--- src/rtl/aad_axis.sv ---
`default_nettype none
module aad_axis #(
  parameter int MAX_DIM = 4096,
  localparam int IDX_W = $clog2(MAX_DIM),
  localparam int DIM_W = $clog2(MAX_DIM + 1),
  localparam int UW    = $clog2(2 * MAX_DIM + 1)
) (
  input  logic             clk,
  input  logic             rst,
  input  logic             init,
  input  logic             step,
  input  logic [DIM_W-1:0] size,
  input  logic [DIM_W-1:0] dst,
  output logic [IDX_W-1:0] hi,
  output logic             two,
  output logic             first,
  output logic             emit,
  output logic             emit_prev,
  output logic [DIM_W-1:0] span,
  output logic             wrap
);

  logic [IDX_W-1:0] pos;
  logic [IDX_W-1:0] st;
  logic [IDX_W-1:0] stp;
  logic [UW-1:0]    u;
  logic [UW-1:0]    u_next;
  logic             last_hi;

  // u = (pos+1)*dst - hi*size, kept in (0, size]
  always_comb begin
    last_hi   = (u == UW'(size));
    two       = (u < UW'(dst));
    first     = (u <= UW'(dst));
    emit      = last_hi || two;
    emit_prev = !last_hi;
    span      = last_hi ? (DIM_W'(pos) - DIM_W'(st) + DIM_W'(1))
                        : (DIM_W'(pos) - DIM_W'(stp) + DIM_W'(1));
    wrap      = (DIM_W'(pos) + DIM_W'(1) == size);
    u_next    = u + UW'(dst);
  end

  always_ff @(posedge clk) begin
    if (rst) begin
      pos <= '0;
      hi  <= '0;
      st  <= '0;
      stp <= '0;
      u   <= '0;
    end else if (init || (step && wrap)) begin
      pos <= '0;
      hi  <= '0;
      st  <= '0;
      u   <= UW'(dst);
    end else if (step) begin
      pos <= pos + IDX_W'(1);
      if (u_next > UW'(size)) begin
        hi  <= hi + IDX_W'(1);
        u   <= u_next - UW'(size);
        stp <= st;
        st  <= pos + IDX_W'(1);
      end else begin
        u <= u_next;
      end
    end
  end

endmodule
`default_nettype wire

--- config.mk ---
export PLATFORM = sky130hd
export DESIGN_NAME = aad_axis
export DESIGN_NICKNAME = d
export VERILOG_FILES = /design/src/rtl/aad_axis.sv
export SDC_FILE = /design/constraint.sdc
export NUM_CORES = 1
export LEC_CHECK = 0
export BUFFER_PORTS_ARGS = -buffer_cell sky130_fd_sc_hd__buf_2
export CAP_MARGIN = 5
export CORE_UTILIZATION = 45
export CTS_BUF_LIST = sky130_fd_sc_hd__clkbuf_8
export DETAILED_ROUTE_END_ITERATION = 10
export MAX_ROUTING_LAYER = met4
export PLACE_DENSITY = 0.7
export SLEW_MARGIN = 0
export SYNTH_ARGS = -nofsm -noshare
export SYNTH_HDL_FRONTEND = slang
export SYNTH_SLANG_ARGS = --single-unit
export TNS_END_PERCENT = 5
--- constraint.sdc ---
create_clock -name clk -period 7.1 [get_ports clk]
set_input_delay 1.42 -clock clk [delete_from_list [all_inputs] [get_ports clk]]
set_output_delay 1.42 -clock clk [all_outputs]
set_load 0.05 [all_outputs]
Yosys cells after proc, flatten, opt, wreduce, memory -nomap -nowiden --
Index checks and enable logic that the tools add are counted.
Storage, ports and cells: bits in latches 0, memories 0, output and inout bits 30, ROM bits 0, bits in writable memories 0, input bits 30, register bits 62, word-level logic and storage cells 33
Cells by class: shift operators 0, divide/modulo/power cells 0, $add $sub $neg 9, bitwise logic cells 1, reduce and logical (&&, ||, !) cells 8, $lt $le $gt $ge 3, eq/ne operators 2, muxes and demuxes 4, $mul 0
Operators with widths (number):
- $mux 13 | 3
- $add 13x1->13 const B | 2
- $sub 12x12->13 | 2
- $add 12x1->12 const B | 2
- $add 14x13->14 | 1
- $eq 14x13->1 | 1
- $gt 14x13->1 | 1
- $le 14x13->1 | 1
- $lt 14x13->1 | 1
- $mux 14 | 1
- $sub 14x13->14 | 1
- $add 12x1->13 const B | 1
- $eq 13x13->1 | 1
- $reduce_and 3->1 | 1
- $logic_or 1x1->1 | 2
- $reduce_and 2->1 | 1
- $reduce_bool 2->1 | 1
- $reduce_or 2->1 | 1
- $logic_and 1x1->1 | 1
- $logic_not 1->1 | 1
- $not 1->1 | 1

Depth between registers and ports, before layout --
depth after elaboration 6, gate-level depth with buffers 19, depth with buffers taken out 17

Worst setup path after synthesis --
Ideal clock, no wire load.
kind input-to-output, from input size[10], to output span[11], slack 1603 ps, arrival time 4077 ps, buffers on the path 2, data required time 5680 ps, cell stages on the path 8, path through clkbuf_1 xnor2_1 nand4_1 nor3_1 nand3_1 buf_1 a211oi_1 nor4b_1
Between the ends: word-level cells in the longest chain between the ends 2
Ends and longest elaborated chain:
- start, declared | RTL line 12 | input logic [DIM_W-1:0] size,
- $eq 14x13->1 | RTL line 32 | last_hi = (u == UW'(size));
- $mux 13 | RTL line 37 | span = last_hi ? (DIM_W'(pos) - DIM_W'(st) + DIM_W'(1))
- end, declared | RTL line 19 | output logic [DIM_W-1:0] span,
No other way between the ends.

Worst setup path in the final report --
from input dst[1], to register st[1]
Between the ends: word-level cells in the longest chain between the ends 3
Ends and longest elaborated chain:
- start, declared | RTL line 13 | input logic [DIM_W-1:0] dst,
- $add 14x13->14 | RTL line 40 | u_next = u + UW'(dst);
- $gt 14x13->1 | RTL line 57 | if (u_next > UW'(size)) begin
- $reduce_and 2->1 (no line)
- end signal, assigned | RTL line 61 | st <= pos + IDX_W'(1);
- end, declared | RTL line 24 | logic [IDX_W-1:0] st;
No other way between the ends. A chain may end at the register's enable or synchronous reset.

==> run metrics <==
RSZ-0062 raised after global routing false; hold depth 2; Cell Chain, Critical Path buf_2 > inv_1 > ha_1 > nand2b_1 > a221oi_1 > o22a_1 > o21ai_0 > xor2_1 > ha_1 > a21oi_1 > o211ai_1 > o211ai_1 > a211oi_1 > a41oi_2 > nor2_2 > mux2i_1 > nor2_1; core region area 13,990 um^2; vias in the first global route 5,347; Row Count 43; main flop type after synthesis dfxtp_1; largest fanout on the critical path 25; Yosys reg bits 62; I/O pin count 60; reg2reg path depth 15; mapped cell area 6511 um^2; number of flops mapped to enable cells by yosys 0; Top delay family on crit path compound AO/OA/AOI/OAI gates; Starting DRT DRC Count 384; Clock Sinks 62; CTS tree done; CTS max path bufs 2; CP Launch Type input port; setup TNS 0 ps; outcome completed; final setup margin 1413 ps; Tcrit/Tclk final 80.11%; Worst EP required 7310 ps; Ys Warns 0; GRT Overall Usage 22.35%; Skew-Pair Late Insertion Delay 350 ps; global-route wire length before repair 25,510 um; R2R Path End st[1]; CTS root buf clkbuf_8; Worst setup EP type flop; Starting Density 46.55%; max_cap viols 0; hold path endpoint stp[6]; Synth async-reset ratio 0%; final setup fails 0; DRC viols 0; CP Class input port to flop; most common cell after layout, fill and taps aside nor2_1; max-slew violations 0; Vias/cell 5.525; RR Startpoint u[1]; total die area 14,950 um^2; aggregate routed wire length 15,790 um; port bufs 59; wire per inst 14.97 um; Leak 3.147 nW; fmax 0.1758 GHz; 1st-pass router iterations 6; largest net degree at the start of global routing 38; worst slack, placed 1027 ps; grt total ovfl 0; max incr delay on CP 860 ps; worst min-delay path class flop to flop; FF-to-FF setup slack 2220 ps; # resized after CTS 0; Final Hold Vio Count 0; slowest CP cell a41oi_2; placer congestion estimate 0.9486; area added between synthesis and finish 9.531%; DP Cell Count 1,038; launch point of the worst path dst[1]; PwrDens 313.5 nW/um^2; syn nets 949; Vias 5,829; Fin Clk Skew 10.31 ps; Nets 990; register area share after synthesis 19.06%; Clock Pin Slew Worst Setup and Hold Paths 80 ps; CP Buf/Inv Count 2; Slew HR 26.96%; TritonCTS Buffers 9; Slew @ Worst Pin 1092 ps; Max H-tree Level 3; minimum clock period 5687 ps; hold path start stp[6]; Avg Synthesized Cell Area 7.864 um^2; most frequent cells in the layout nor2_1 (101), ha_1 (87), inv_1 (82); HPWL after DPL 12,650 um; Gate Count Post-Synth 828; final cell count without fillers 1,055; Arr. time, crit path 5900 ps; maximum VDD drop 0.0002156 V; fraction of layout cells with a size suffix above 1 12.36%; library cells used by synthesis 72; chip height 122.3 um; initial antenna violation count 1; Die W 122.3 um; Detail Route Antenna Nets 0; Hold-fix buffers, CTS 0; setup bufs post-CTS 0
## cell families (layout without fill, tap and decap cells)
family | after synthesis | in the layout | synth area share, %
AOI/OAI and AO/OA | 165 | 165 | 16.76
xor gates and xnor gates | 86 | 86 | 11.99
adders and majority gates | 91 | 91 | 17.95
buffers and inverters | 115 | 161 | 7.206
DFF | 62 | 62 | 19.06
muxes | 30 | 30 | 4.785
other | 0 | 1 | 0
and+or+nand+nor | 279 | 279 | 22.25
## flip-flops by register name, indices dropped and copies added (netlist names)
| name | flops |
|---|---|
| u | 14 |
| hi | 12 |
| pos | 12 |
| st | 12 |
| stp | 12 |
## worst min-delay path: stages, from the launching register on
cell	delay, ps
dfxtp_1	330
mux2i_1	60
nor2_1	70
## power by group
| group | leakage, nW | internal [W] | switching [W] |
|---|---|---|---|
| clock network | 0.116 | 0.000217 | 0.000148 |
| logic | 2.53 | 0.000561 | 0.000863 |
| registers | 0.504 | 0.000392 | 0.0000544 |
| total | 3.15 | 0.00117 | 0.00107 |
## routing by layer
metal / part of all wire (%) / up-vias / global-route usage, %
met3: 5.0 / 26 / 2.509
met5: 0 / - / -
met1: 45 / 2666 / 27.34
met4: 2.2 / 0 / 7.012
li1: - / 2979 / -
met2: 48 / 158 / 38.27
## worst max-delay path by stage
stage | to | cells after the start
after floorplan | span[11] | 8
after global placement | st[1] | 17
after detailed placement | st[1] | 17
after CTS | st[1] | 17
after global routing | hi[1] | 17
final | st[1] | 17
## final cells by class
type                       instances  area (um^2)
tap                              180        225.2
clock inverter                     5        81.33
timing repair buffer              62        317.8
clock buffer                      11        151.4
inverter                          83        311.5
fill                            1390         6857
sequential                        62         1241
antenna                            1        2.502
multi-input combinational        651         4801
## per-stage QoR
stage	hold slack (ps)	util (%)	cell area [um^2]	total power (W)
final	494.3	50.98	7132	0.002236
after global routing	527.7	50.98	7132	0.002412
after floorplan	460.4	-	6511	0.001578
after detailed placement	480.4	49.30	6897	0.001865
after global placement	475.0	49.30	6897	0.001852
after CTS	498.0	50.97	7129	0.002232
## synthesized netlist by cell type (all sizes together), types with 3 or more instances
library cell / number / area share (%)
o31ai: 5 / 0.58
o21ai: 44 / 3.4
o211ai: 8 / 1.0
fa: 4 / 1.2
nor3: 16 / 1.2
a21oi: 41 / 3.3
nor2b: 8 / 0.77
buf: 21 / 1.8
a21o: 6 / 0.69
a221oi: 4 / 0.73
o21a: 7 / 0.81
nand2: 45 / 2.6
clkbuf: 11 / 0.63
nor4: 8 / 1.7
o21bai: 6 / 0.69
and3: 8 / 0.77
or3: 8 / 0.77
a31oi: 4 / 0.38
mux2: 6 / 1.1
dfxtp: 62 / 19
ha: 87 / 17
or4: 4 / 0.46
or2: 6 / 0.58
nor2: 102 / 5.9
xnor2: 43 / 5.8
xor2: 41 / 5.5
and4b: 3 / 0.46
o31a: 4 / 0.54
nand4: 21 / 2.3
inv: 83 / 4.8
a211oi: 20 / 2.3
nand2b: 11 / 1.1
nand3: 27 / 2.1
nor3b: 3 / 0.35
mux2i: 24 / 3.7
Power figures use the tool's default switching activity.
